**src/sv/lfu_et_pkg.sv**
```systemverilog
package lfu_et_pkg;

   localparam int TABLE_SLOTS = 16;
   localparam int KEY_BITS    = 32;
   localparam int SLOT_BITS   = (TABLE_SLOTS > 1) ? $clog2(TABLE_SLOTS) : 1;
   localparam int COUNT_BITS  = 32;
   localparam int PORT_BITS   = 32;

   typedef logic [KEY_BITS-1:0]   key_type;
   typedef logic [COUNT_BITS-1:0] count_type;
   typedef logic [SLOT_BITS-1:0]  slot_type;
   typedef logic [SLOT_BITS:0]    slot_cnt_type;

   typedef enum logic [1:0] {
      CMD_INSERT = 2'd0,
      CMD_ACCESS = 2'd1,
      CMD_DELETE = 2'd2,
      CMD_QUERY  = 2'd3
   } cmd_type;

   typedef enum logic [1:0] {
      ST_IDLE,
      ST_SCAN,
      ST_UPDATE
   } ctl_state_type;

   // one table row as held in the key/count RAM
   typedef struct packed {
      key_type   key;
      count_type count;
   } entry_type;

   typedef struct packed {
      logic load;
      logic scan;
      logic update;
   } ctl_cmd_type;

   typedef struct packed {
      logic scan_done;
   } ctl_status_type;

   localparam slot_cnt_type SLOTS_END = slot_cnt_type'(TABLE_SLOTS);

   function automatic key_type key_from_port(logic [PORT_BITS-1:0] v);
      logic [KEY_BITS+PORT_BITS-1:0] wide;
      wide = {{KEY_BITS{1'b0}}, v};
      return wide[KEY_BITS-1:0];
   endfunction

   function automatic logic [PORT_BITS-1:0] key_to_port(key_type k);
      logic [KEY_BITS+PORT_BITS-1:0] wide;
      wide = {{PORT_BITS{1'b0}}, k};
      return wide[PORT_BITS-1:0];
   endfunction

endpackage

```
**src/sv/lfu_eviction_tracker_unit.sv**
```systemverilog
// LFU eviction tracker. A command is taken when start is high and busy is low.
// Each command walks the whole key/count table, one RAM row per cycle, through
// the single read port of the key/count RAM, then writes the table and registers
// the result strobe rsp_valid; busy drops in the same cycle that rsp_valid rises
// and the next command can be taken there. rsp_valid is high for exactly one cycle and
// cannot be held off: capture the rsp_ fields in that cycle. The byte budget
// is to be written through csr_valid/csr_ready (always ready) while busy is
// low; the block itself does not enforce this. Reset clears the table flags
// and the used-memory total; no clearing pass.
module lfu_eviction_tracker_unit (
   input  logic        clock,
   input  logic        reset,
   input  logic        start,
   output logic        busy,
   input  logic [1:0]  req_command,
   input  logic [31:0] req_item_key,
   input  logic [31:0] req_value_bytes,
   input  logic [31:0] req_use_count,
   output logic        rsp_valid,
   output logic        rsp_key_hit,
   output logic        rsp_victim_valid,
   output logic [31:0] rsp_victim_key,
   output logic        rsp_over_limit,
   output logic [31:0] rsp_used_bytes,
   output logic        rsp_table_full,
   input  logic        csr_valid,
   output logic        csr_ready,
   input  logic [31:0] csr_memory_limit
);

   import lfu_et_pkg::*;

   ctl_cmd_type    ctl_cmd;
   ctl_status_type ctl_status;

   assign csr_ready = 1'b1;

   lfu_et_ctrl u_ctrl (
      .clock  (clock),
      .reset  (reset),
      .start  (start),
      .busy   (busy),
      .status (ctl_status),
      .cmd    (ctl_cmd)
   );

   lfu_et_dp u_dp (
      .clock            (clock),
      .reset            (reset),
      .cmd              (ctl_cmd),
      .status           (ctl_status),
      .req_command      (req_command),
      .req_item_key     (req_item_key),
      .req_value_bytes  (req_value_bytes),
      .req_use_count    (req_use_count),
      .csr_write        (csr_valid && csr_ready),
      .csr_memory_limit (csr_memory_limit),
      .rsp_valid        (rsp_valid),
      .rsp_key_hit      (rsp_key_hit),
      .rsp_victim_valid (rsp_victim_valid),
      .rsp_victim_key   (rsp_victim_key),
      .rsp_over_limit   (rsp_over_limit),
      .rsp_used_bytes   (rsp_used_bytes),
      .rsp_table_full   (rsp_table_full)
   );

endmodule

```
**src/sv/lfu_et_ram.sv**
```systemverilog
module lfu_et_ram #(
   parameter int WIDTH = 8,
   parameter int DEPTH = 16
) (
   input  logic                            clock,
   input  logic                            wr_en,
   input  logic [$clog2(DEPTH)-1:0]        wr_addr,
   input  logic [WIDTH-1:0]                wr_data,
   input  logic                            rd_en,
   input  logic [$clog2(DEPTH)-1:0]        rd_addr,
   output logic [WIDTH-1:0]                rd_data
);

   logic [WIDTH-1:0] mem_ff [DEPTH];
   logic [WIDTH-1:0] rd_data_ff;

   always_ff @(posedge clock) begin
      if (wr_en) begin
         mem_ff[wr_addr] <= wr_data;
      end
      if (rd_en) begin
         rd_data_ff <= mem_ff[rd_addr];
      end
   end

   assign rd_data = rd_data_ff;

endmodule

```
**src/sv/lfu_et_ctrl.sv**
```systemverilog
module lfu_et_ctrl (
   input  logic                         clock,
   input  logic                         reset,
   input  logic                         start,
   output logic                         busy,
   input  lfu_et_pkg::ctl_status_type   status,
   output lfu_et_pkg::ctl_cmd_type      cmd
);

   import lfu_et_pkg::*;

   ctl_state_type state_ff;
   ctl_state_type state_in;

   always_comb begin
      state_in = state_ff;
      unique case (state_ff)
         ST_IDLE: begin
            if (start) begin
               state_in = ST_SCAN;
            end
         end
         ST_SCAN: begin
            if (status.scan_done) begin
               state_in = ST_UPDATE;
            end
         end
         ST_UPDATE: begin
            state_in = ST_IDLE;
         end
         default: begin
            state_in = ST_IDLE;
         end
      endcase
   end

   always_comb begin
      busy       = (state_ff != ST_IDLE);
      cmd.load   = (state_ff == ST_IDLE) && start;
      cmd.scan   = (state_ff == ST_SCAN);
      cmd.update = (state_ff == ST_UPDATE);
   end

   always_ff @(posedge clock) begin
      if (reset) begin
         state_ff <= ST_IDLE;
      end else begin
         state_ff <= state_in;
      end
   end

endmodule

```
**src/sv/lfu_et_dp.sv**
```systemverilog
module lfu_et_dp (
   input  logic                         clock,
   input  logic                         reset,
   input  lfu_et_pkg::ctl_cmd_type      cmd,
   output lfu_et_pkg::ctl_status_type   status,
   input  logic [1:0]                   req_command,
   input  logic [31:0]                  req_item_key,
   input  logic [31:0]                  req_value_bytes,
   input  logic [31:0]                  req_use_count,
   input  logic                         csr_write,
   input  logic [31:0]                  csr_memory_limit,
   output logic                         rsp_valid,
   output logic                         rsp_key_hit,
   output logic                         rsp_victim_valid,
   output logic [31:0]                  rsp_victim_key,
   output logic                         rsp_over_limit,
   output logic [31:0]                  rsp_used_bytes,
   output logic                         rsp_table_full
);

   import lfu_et_pkg::*;

   // request hold
   cmd_type      req_cmd_ff,   req_cmd_in;
   key_type      req_key_ff,   req_key_in;
   logic [31:0]  req_bytes_ff, req_bytes_in;
   count_type    req_count_ff, req_count_in;

   // table flags and totals
   logic [TABLE_SLOTS-1:0] used_ff,  used_in;
   logic [TABLE_SLOTS-1:0] elig_ff,  elig_in;
   logic [31:0]            total_ff, total_in;
   logic [31:0]            limit_ff, limit_in;

   // scan pipeline
   slot_cnt_type rd_idx_ff,  rd_idx_in;
   logic         cmp_vld_ff, cmp_vld_in;
   slot_type     cmp_idx_ff, cmp_idx_in;

   // scan findings
   logic      hit_found_ff,  hit_found_in;
   slot_type  hit_idx_ff,    hit_idx_in;
   logic      free_found_ff, free_found_in;
   slot_type  free_idx_ff,   free_idx_in;
   logic      best_found_ff, best_found_in;
   slot_type  best_idx_ff,   best_idx_in;
   count_type best_count_ff, best_count_in;
   key_type   best_key_ff,   best_key_in;

   // result registers
   logic        rsp_valid_ff,  rsp_valid_in;
   logic        rsp_hit_ff,    rsp_hit_in;
   logic        rsp_vvalid_ff, rsp_vvalid_in;
   logic [31:0] rsp_vkey_ff,   rsp_vkey_in;
   logic        rsp_over_ff,   rsp_over_in;
   logic [31:0] rsp_used_ff,   rsp_used_in;
   logic        rsp_full_ff,   rsp_full_in;

   // RAM port signals
   logic      ram_we;
   slot_type  ram_wr_addr;
   entry_type ram_wr_data;
   logic      ram_re;
   slot_type  ram_rd_addr;
   logic [$bits(entry_type)-1:0] ram_rd_data;

   entry_type   rd_entry;
   slot_type    wr_slot;
   logic [32:0] sum_wide;

   lfu_et_ram #(
      .WIDTH ($bits(entry_type)),
      .DEPTH (TABLE_SLOTS)
   ) u_entry_ram (
      .clock   (clock),
      .wr_en   (ram_we),
      .wr_addr (ram_wr_addr),
      .wr_data (ram_wr_data),
      .rd_en   (ram_re),
      .rd_addr (ram_rd_addr),
      .rd_data (ram_rd_data)
   );

   assign status.scan_done = (rd_idx_ff == SLOTS_END) && !cmp_vld_ff;
   assign sum_wide = {1'b0, total_ff} + {1'b0, req_bytes_ff};
   assign rd_entry = entry_type'(ram_rd_data);

   always_comb begin
      req_cmd_in    = req_cmd_ff;
      req_key_in    = req_key_ff;
      req_bytes_in  = req_bytes_ff;
      req_count_in  = req_count_ff;
      used_in       = used_ff;
      elig_in       = elig_ff;
      total_in      = total_ff;
      limit_in      = limit_ff;
      rd_idx_in     = rd_idx_ff;
      cmp_vld_in    = 1'b0;
      cmp_idx_in    = rd_idx_ff[SLOT_BITS-1:0];
      hit_found_in  = hit_found_ff;
      hit_idx_in    = hit_idx_ff;
      free_found_in = free_found_ff;
      free_idx_in   = free_idx_ff;
      best_found_in = best_found_ff;
      best_idx_in   = best_idx_ff;
      best_count_in = best_count_ff;
      best_key_in   = best_key_ff;
      rsp_valid_in  = 1'b0;
      rsp_hit_in    = rsp_hit_ff;
      rsp_vvalid_in = rsp_vvalid_ff;
      rsp_vkey_in   = rsp_vkey_ff;
      rsp_over_in   = rsp_over_ff;
      rsp_used_in   = rsp_used_ff;
      rsp_full_in   = rsp_full_ff;
      ram_we        = 1'b0;
      ram_wr_addr   = hit_idx_ff;
      ram_wr_data   = '{key: req_key_ff, count: req_count_ff};
      ram_re        = 1'b0;
      ram_rd_addr   = rd_idx_ff[SLOT_BITS-1:0];
      wr_slot       = hit_idx_ff;

      if (csr_write) begin
         limit_in = csr_memory_limit;
      end

      if (cmd.load) begin
         req_cmd_in    = cmd_type'(req_command);
         req_key_in    = key_from_port(req_item_key);
         req_bytes_in  = req_value_bytes;
         req_count_in  = req_use_count;
         rd_idx_in     = '0;
         hit_found_in  = 1'b0;
         free_found_in = 1'b0;
         best_found_in = 1'b0;
      end

      if (cmd.scan) begin
         // issue one RAM read per cycle, compare the row read last cycle
         if (rd_idx_ff != SLOTS_END) begin
            ram_re     = 1'b1;
            cmp_vld_in = 1'b1;
            rd_idx_in  = rd_idx_ff + 1'b1;
         end
         if (cmp_vld_ff) begin
            if (used_ff[cmp_idx_ff]) begin
               if (!hit_found_ff && (rd_entry.key == req_key_ff)) begin
                  hit_found_in = 1'b1;
                  hit_idx_in   = cmp_idx_ff;
               end
               // strict less-than keeps the lowest slot on ties
               if (elig_ff[cmp_idx_ff] &&
                   (!best_found_ff || (rd_entry.count < best_count_ff))) begin
                  best_found_in = 1'b1;
                  best_idx_in   = cmp_idx_ff;
                  best_count_in = rd_entry.count;
                  best_key_in   = rd_entry.key;
               end
            end else if (!free_found_ff) begin
               free_found_in = 1'b1;
               free_idx_in   = cmp_idx_ff;
            end
         end
      end

      if (cmd.update) begin
         rsp_valid_in  = 1'b1;
         rsp_vvalid_in = 1'b0;
         rsp_vkey_in   = '0;
         rsp_full_in   = 1'b0;
         unique case (req_cmd_ff)
            CMD_QUERY: begin
               if (best_found_ff) begin
                  elig_in[best_idx_ff] = 1'b0;
                  rsp_vvalid_in        = 1'b1;
                  rsp_vkey_in          = key_to_port(best_key_ff);
               end
            end
            CMD_INSERT: begin
               if (hit_found_ff || free_found_ff) begin
                  wr_slot          = hit_found_ff ? hit_idx_ff : free_idx_ff;
                  ram_we           = 1'b1;
                  ram_wr_addr      = wr_slot;
                  used_in[wr_slot] = 1'b1;
                  elig_in[wr_slot] = 1'b1;
                  total_in         = sum_wide[32] ? '1 : sum_wide[31:0];
               end else begin
                  rsp_full_in = 1'b1;
               end
            end
            CMD_ACCESS: begin
               if (hit_found_ff) begin
                  ram_we              = 1'b1;
                  ram_wr_addr         = hit_idx_ff;
                  elig_in[hit_idx_ff] = 1'b1;
               end
            end
            CMD_DELETE: begin
               if (hit_found_ff) begin
                  used_in[hit_idx_ff] = 1'b0;
                  elig_in[hit_idx_ff] = 1'b0;
                  total_in = (total_ff >= req_bytes_ff) ? (total_ff - req_bytes_ff) : '0;
               end
            end
         endcase
         rsp_hit_in  = hit_found_ff && (req_cmd_ff != CMD_QUERY);
         rsp_over_in = (total_in > limit_ff);
         rsp_used_in = total_in;
      end
   end

   always_ff @(posedge clock) begin
      if (reset) begin
         used_ff      <= '0;
         elig_ff      <= '0;
         total_ff     <= '0;
         limit_ff     <= '1;
         rd_idx_ff    <= '0;
         cmp_vld_ff   <= 1'b0;
         rsp_valid_ff <= 1'b0;
      end else begin
         used_ff      <= used_in;
         elig_ff      <= elig_in;
         total_ff     <= total_in;
         limit_ff     <= limit_in;
         rd_idx_ff    <= rd_idx_in;
         cmp_vld_ff   <= cmp_vld_in;
         rsp_valid_ff <= rsp_valid_in;
      end
   end

   always_ff @(posedge clock) begin
      req_cmd_ff    <= req_cmd_in;
      req_key_ff    <= req_key_in;
      req_bytes_ff  <= req_bytes_in;
      req_count_ff  <= req_count_in;
      cmp_idx_ff    <= cmp_idx_in;
      hit_found_ff  <= hit_found_in;
      hit_idx_ff    <= hit_idx_in;
      free_found_ff <= free_found_in;
      free_idx_ff   <= free_idx_in;
      best_found_ff <= best_found_in;
      best_idx_ff   <= best_idx_in;
      best_count_ff <= best_count_in;
      best_key_ff   <= best_key_in;
      rsp_hit_ff    <= rsp_hit_in;
      rsp_vvalid_ff <= rsp_vvalid_in;
      rsp_vkey_ff   <= rsp_vkey_in;
      rsp_over_ff   <= rsp_over_in;
      rsp_used_ff   <= rsp_used_in;
      rsp_full_ff   <= rsp_full_in;
   end

   assign rsp_valid        = rsp_valid_ff;
   assign rsp_key_hit      = rsp_hit_ff;
   assign rsp_victim_valid = rsp_vvalid_ff;
   assign rsp_victim_key   = rsp_vkey_ff;
   assign rsp_over_limit   = rsp_over_ff;
   assign rsp_used_bytes   = rsp_used_ff;
   assign rsp_table_full   = rsp_full_ff;

endmodule

```
**config.mk**
```make
export PLATFORM = sky130hd
export DESIGN_NAME = lfu_eviction_tracker_unit
export DESIGN_NICKNAME = d
export VERILOG_FILES = /design/src/sv/lfu_et_pkg.sv /design/src/sv/lfu_eviction_tracker_unit.sv /design/src/sv/lfu_et_ram.sv /design/src/sv/lfu_et_ctrl.sv /design/src/sv/lfu_et_dp.sv
export SDC_FILE = /design/constraint.sdc
export NUM_CORES = 2
export LEC_CHECK = 0
export ABC_AREA = 1
export BUFFER_PORTS_ARGS = -buffer_cell sky130_fd_sc_hd__buf_2
export CAP_MARGIN = 0
export CORE_UTILIZATION = 45
export CTS_CLUSTER_DIAMETER = 30
export CTS_CLUSTER_SIZE = 25
export DETAILED_ROUTE_END_ITERATION = 10
export GPL_TIMING_DRIVEN = 0
export PLACE_DENSITY = 0.69
export SLEW_MARGIN = 20
export SYNTH_ARGS = -nofsm -noshare
export SYNTH_HDL_FRONTEND = slang
export SYNTH_HIERARCHICAL = 1
export SYNTH_SLANG_ARGS = --single-unit
```
**constraint.sdc**
```tcl
create_clock -name clock -period 7.4 [get_ports clock]
set_input_delay 0.37 -clock clock [delete_from_list [all_inputs] [get_ports clock]]
set_output_delay 0.37 -clock clock [all_outputs]
set_load 0.02 [all_outputs]
```
# Word level (Yosys, flattened, before mapping)
# Memories as Yosys holds them, arrays and structs flattened. A register that Yosys moved wholly into a read port is not among the register bits.
# Index checks and enable logic that the tools add are counted.
# Widths: inputs -> output; s select.
[word_totals] word_cells=150 mem_count=1 input_bits=134 output_inout_bits=71 reg_bits=354 ram_bits=1024
[classes] add_sub_neg=3 eq_ne=15 n_mux=60 n_bitwise=10 n_reduce_logical=24 n_lt_le_gt_ge=10
[mem_list] memory="u_dp.u_entry_ram.mem_ff" depth=16 width=64 read_ports=1 rd_clocked_by_memory_dff=1 wr=1 line_no="lfu_et_ram.sv:14" source="logic [WIDTH-1:0] mem_ff [DEPTH];"
[op_table] cell="$mux 32" n=5
[op_table] cell="$mux 16" n=6
[op_table] cell="$pmux 16 s4" n=1
[op_table] cell="$pmux 32 s2" n=1
[op_table] cell="$and 16x16->16" n=3
[op_table] cell="$or 16x16->16" n=3
[op_table] cell="$add 32x32->33" n=1
[op_table] cell="$eq 32x32->1" n=1
[op_table] cell="$ge 32x32->1" n=1
[op_table] cell="$gt 32x32->1" n=1
[op_table] cell="$lt 32x32->1" n=1
[op_table] cell="$not 16->16" n=2
[op_table] cell="$pmux 16 s2" n=1
[op_table] cell="$sub 32x32->32" n=1
[op_table] cell="$mux 1" n=30
[op_table] cell="$lt 4x5->1 const B" n=4
[op_table] cell="$mux 4" n=4
[op_table] cell="$reduce_and 4->1" n=4
[op_table] cell="$mux 5" n=3
[op_table] cell="$demux 1 s4" n=3
[op_table] cell="$ge 4x1->1 const B" n=3
[op_table] cell="$ne 2x1->1 const B" n=5
[op_table] cell="$bmux 1 s4" n=2
[op_table] cell="$logic_and 1x1->1" n=8
[op_table] cell="other kinds (16)" n=28

# Longest topological paths before layout
[logic_depth] word_depth=8 mapped_depth=29 mapped_depth_nobuf=28

# Hierarchy
# The synthesis kept the hierarchy.
[modules_own_cells] module="lfu_et_ram" seq_area_each_um2=32671.3 n_inst=1 area_each_um2=45798.9 cells_each=4210
[modules_own_cells] module="lfu_et_dp" seq_area_each_um2=9469.1 n_inst=1 area_each_um2=20414.6 cells_each=2535
[modules_own_cells] module="lfu_et_ctrl" seq_area_each_um2=40.0 n_inst=1 area_each_um2=105.1 cells_each=15
[modules_own_cells] module="lfu_eviction_tracker_unit" seq_area_each_um2=0.0 n_inst=1 area_each_um2=11.3 cells_each=2

# Worst setup path before layout
# No wires, ideal clock.
[synth_path] path_kind="reg-to-reg" startpoint="reg u_ctrl.state_ff[1]" endpoint="mem u_dp/u_entry_ram/mem_ff[12][0] (netlist name), enable pin" synth_period_minus_slack_ns=7.865 t_arrival_ns=7.379 stages_incl_launch_ff=10 setup_ns=0.487 required_time_ns=6.913 setup_slack_ns=-0.465 path_buffers=1 cell_sequence="dfxtp_1 -> inv_1 -> nor2_1 -> clkbuf_1 -> o21ai_1 -> nor4_4 -> inv_2 -> nor2_4 -> nand3_1 -> nor2_1"
[synth_rtl] item="start, declared" line_no="lfu_et_ctrl.sv:12" source="ctl_state_type state_ff;"
[synth_rtl] item="start signal, assigned" line_no="lfu_et_ctrl.sv:48" source="state_ff <= state_in;"
[synth_rtl] item="end, declared" line_no="lfu_et_ram.sv:14"

# Final worst setup path
[layout_path] startpoint="reg u_dp.total_ff[15]" endpoint="reg u_dp.rsp_over_ff (netlist: u_dp/rsp_over_limit) (data pin)"
[layout_between] elab_chain_len=6 word_cells_on_any_way=10 classes_between="add/sub (2); order compare (2); mux (6)"
[layout_lines] item="start, declared" line_no="lfu_et_dp.sv:32" source="logic [31:0] total_ff, total_in;"
[layout_lines] item="start signal, assigned" line_no="lfu_et_dp.sv:223" source="total_ff <= total_in;"
[layout_lines] item="$add 32x32->33, or another cell as far along" line_no="lfu_et_dp.sv:85" source="assign sum_wide = {1'b0, total_ff} + {1'b0, req_bytes_ff};"
[layout_lines] item="$mux 32, on equally long branches" line_no="lfu_et_dp.sv:185, lfu_et_dp.sv:201"
[layout_lines] item="$mux 32, on equally long branches" line_no="lfu_et_dp.sv:179, lfu_et_dp.sv:198"
[layout_lines] item="$pmux 32 s2 *" line_no="lfu_et_dp.sv:170" source="unique case (req_cmd_ff)"
[layout_lines] item="$mux 32 *" line_no="lfu_et_dp.sv:165" source="if (cmd.update) begin"
[layout_lines] item="$gt 32x32->1 *" line_no="lfu_et_dp.sv:206" source="rsp_over_in = (total_in > limit_ff);"
[layout_lines] item="end signal, assigned" line_no="lfu_et_dp.sv:248" source="rsp_over_ff <= rsp_over_in;"
[layout_lines] item="end, declared" line_no="lfu_et_dp.sv:55" source="logic rsp_over_ff, rsp_over_in;"
# Mark *: on every way between the ends. The rest lies on a longest branch, timed or not. The select of a mux whose other input is x is not followed.
# A chain may end at the register's enable or synchronous reset.

==> reports/qor.csv <==
stage,metric,value,unit
worst_setup_path,start_kind,register,
floorplanning,fp-row-count,140,
clocking,path_clk_slew,40,ps
worst_setup_path,cpMaxStageDelayCell,a21oi_1,
synthesis,ys_ff_latch,1442,
worst_setup_path,crit_required,8070,ps
cells_and_area,fin_nets,7730,
worst_setup_path,cpPeakStageDelay,900,ps
synthesis,synth_edf_count,1330,
worst_setup_path,cp_cell_sequence,ha_1 > o21ai_0 > inv_1 > nand2_1 > a21oi_1 > nand2_2 > a21oi_1 > nand3_1 > nand2_1 > nand2_1 > nand2_1 > nand2_1 > ha_1 > nand4_1 > nor3_1 > nor4b_1 > a21oi_1 > a31oi_1,
place,dp_hpwl,143000,um
clocking,cts_tree,done,
synthesis,syn_nets,7027,
floorplanning,start_util,45.5,%
detailed_routing,firstDrtPassIters,8,
detailed_routing,vias,50800,
worst_setup_path,cp_max_fo,7,
synthesis,syn_inst,6762,
floorplanning,core-area,0.146,sq mm
floorplanning,die_width,386,um
worst_setup_path,cp_common_cell,nand2_1,
synthesis,synthSimpleGateAreaFrac,20.1,%
synthesis,yosysSeqAreaShare,63.6,%
sta,hold_violations,0,
grt,grt_first_pass_wirelength,305000,um
cells_and_area,syn_to_final_growth,25.4,%
cells_and_area,final_area,0.0832,sq mm
synthesis,synth_top_family_by_area,simple AND/OR/NAND/NOR gates,
worst_setup_path,critPathBufInv,1,
clocking,clock-sinks,1442,
sta,setup_viol,0,
sta,finalCriticalPeriod,5200,ps
sta,finalMaxSlewViolations,0,
clocking,cts_max_level,5,
place,placed_area,0.0712,sq mm
synthesis,synth.avg_cell_area,9.81,sq um
detailed_routing,antenna_left,0,
grt,first_global_vias,49800,
clocking,clockBufferDepth,4,
sta,finalCritPeriodShare,70.3,%
power_and_ir_drop,power_density,293,mW/mm^2
power_and_ir_drop,p_total,24.4,mW
floorplanning,die_area,0.149,sq mm
detailed_routing,drtIter0Drc,5259,
synthesis,syn_area,0.0663,sq mm
grt,track_usage,27.8,%
floorplanning,die_h,386,um
grt,grt_max_degree,62,
power_and_ir_drop,ir_drop,0.254,mV
synthesis,ys_warn_count,6,
cells_and_area,drive_gt1_share,13.5,%
worst_setup_path,crit_family,simple AND/OR/NAND/NOR gates,
sta,rsz0062_at_grt,false,
synthesis,synth.mux.area_fraction,0.0755,%
grt,grt_overflow_total,0,
cells_and_area,utilization,57.0,%
sta,worst_pin_slew,1180,ps
synthesis,async_flop_share,0,%
detailed_routing,wl_per_cell,21.7,um
worst_setup_path,endpoint_kind,register,
place,gp_congestion,0.988,
clocking,clk_latency,910,ps
grt,antenna_found_initial,9,
job,maxCapViolations,0,
place,port_buffers,202,
synthesis,yosys_most_used_dff,edfxtp_1,
status,status,"finished, final reports clean",
power_and_ir_drop,leakagePower,36.4,nW
synthesis,synth-adder-area-share,2.49,%
clocking,root_buffer,clkbuf_16,
detailed_routing,drc,0,
floorplanning,pin_count,205,
worst_setup_path,critPathKind,register to register,
synthesis,synthDistinctLibCells,57,
synthesis,synth_compound_area_share,3.75,%
worst_setup_path,cp_data_arrival_time,5870,ps
hold_path,hold_path.class,input port to register,
synthesis,yosys.area_share.xor_xnor,0.607,%
clocking,cts.repair.resized,0,
sta,fin_skew,99.9,ps
detailed_routing,finalWirelength,209000,um
sta,slew_headroom,21.6,%
detailed_routing,viasPerCell,5.28,
sta,max_freq,0.192,GHz
cells_and_area,layout_commonest_cell,nand2_1,
clocking,cts_made_buffers,311,
cells_and_area,mostFrequentLayoutCells,"1,935 x nand2_1, 1,330 x edfxtp_1, 1,223 x inv_1, 877 x nand3_1, 347 x buf_2",
[cell families (layout without fill, tap and decap cells)]
family / after synthesis / count (layout)
other: 1 / 3
buffers and inverters: 1520 / 2455
AND/OR/NAND/NOR: 3172 / 3172
flip-flops: 1442 / 1442
adder cells (fa/ha/maj): 131 / 131
AO/OA/AOI/OAI: 445 / 445
multiplexers: 5 / 5
XOR/XNOR: 46 / 46
[synthesized netlist by cell type (all sizes together), types with 13 or more instances]
library cell  instances  area share [%]
nand2              1941              11
nor2                264             1.6
dfxtp               112             3.4
o21ai               169             1.3
ha                  129             2.4
buf                 227             2.1
inv                1237             7.0
nand4                22            0.21
a211oi               13            0.15
or2                  25            0.24
a21oi               200             1.5
xor2                 33            0.44
nor3                 18            0.14
edfxtp             1330              60
o211ai               28            0.40
xnor2                13            0.17
clkbuf               54            0.31
nand3               877             6.6
[per-stage QoR]
step	std cells	setup TNS, ps	setup WS [ps]	hold slack, ps
finish	9616	0	2200	89.3
global route	9614	0	1830	91.3
CTS	9614	0	2240	65.2
detailed placement	8937	0	2310	418
global placement	8881	-4200730	-4350	409
floorplan	6762	0	673	382
[repair_timing]
action	CTS	global route
buffers inserted	0	0
endpoints found under the hold margin	132	0
hold buffers	132	0
[state kept, by name (all words and copies together), names as in the netlist, 2 cells and up]
name,count
u_dp/req_cmd_ff,2
u_dp/rsp_used_bytes,32
u_dp/req_key_ff,32
u_dp/rd_idx_ff,5
u_dp/limit_ff,32
u_dp/used_ff,16
u_dp/total_ff,32
u_dp/free_idx_ff,4
u_dp/cmp_idx_ff,4
u_dp/hit_idx_ff,4
u_dp/best_idx_ff,4
u_ctrl/state_ff,2
u_dp/req_count_ff,32
u_dp/best_count_ff,32
u_dp/u_entry_ram/mem_ff,1024
u_dp/req_bytes_ff,32
u_dp/best_key_ff,32
u_dp/rsp_victim_key,32
u_dp/elig_ff,16
u_dp/u_entry_ram/rd_data,64
[path summary, 6_finish.rpt]
path	to	slack (ps)	startpoint	cells past startpoint
max	u_dp/rsp_over_limit	2200	u_dp/total_ff[15]	18
min	u_dp/req_key_ff[20]	90	start	3
max reg2reg	u_dp/rsp_over_limit	2200	u_dp/total_ff[15]	18
min reg2reg	u_dp/cmp_idx_ff[3]	420	u_dp/rd_idx_ff[3]	0
[worst register-to-register path, stage by stage, from the launching register on]
cell,delay [ps]
dfxtp_1,410
ha_1,560
o21ai_0,280
inv_1,130
nand2_1,170
a21oi_1,190
nand2_2,130
a21oi_1,910
nand3_1,190
nand2_1,110
nand2_1,180
nand2_1,140
nand2_1,110
ha_1,320
nand4_1,120
nor3_1,270
nor4b_1,470
a21oi_1,130
a31oi_1,170
[routing by layer]
metal | vias to the layer above | global-route usage (%) | share of wire (%)
met5 | - | 0 | 0.022
met4 | 8 | 15.2 | 5.6
met3 | 607 | 5.14 | 8.9
met2 | 2671 | 45.4 | 47
met1 | 24000 | 34.8 | 39
li1 | 23500 | - | -
[area by class of cell]
cell class / instances / area, sq um
multi-input combinational: 3800 / 18100
buffer: 281 / 1570
tap: 1917 / 2400
inverter: 1239 / 4670
antenna: 2 / 5.00
clock inverter: 190 / 2480
clock buffer: 355 / 8190
fill: 11800 / 62800
sequential: 1442 / 42200
timing repair buffer: 390 / 3610
[power breakdown]
group	switching [mW]	internal (mW)	total, mW
logic	0.768	0.356	1.12
clock network	4.36	9.73	14.1
registers	0.144	9.02	9.17
total	5.27	19.1	24.4
No activity file was read; power rests on OpenSTA's default activity.
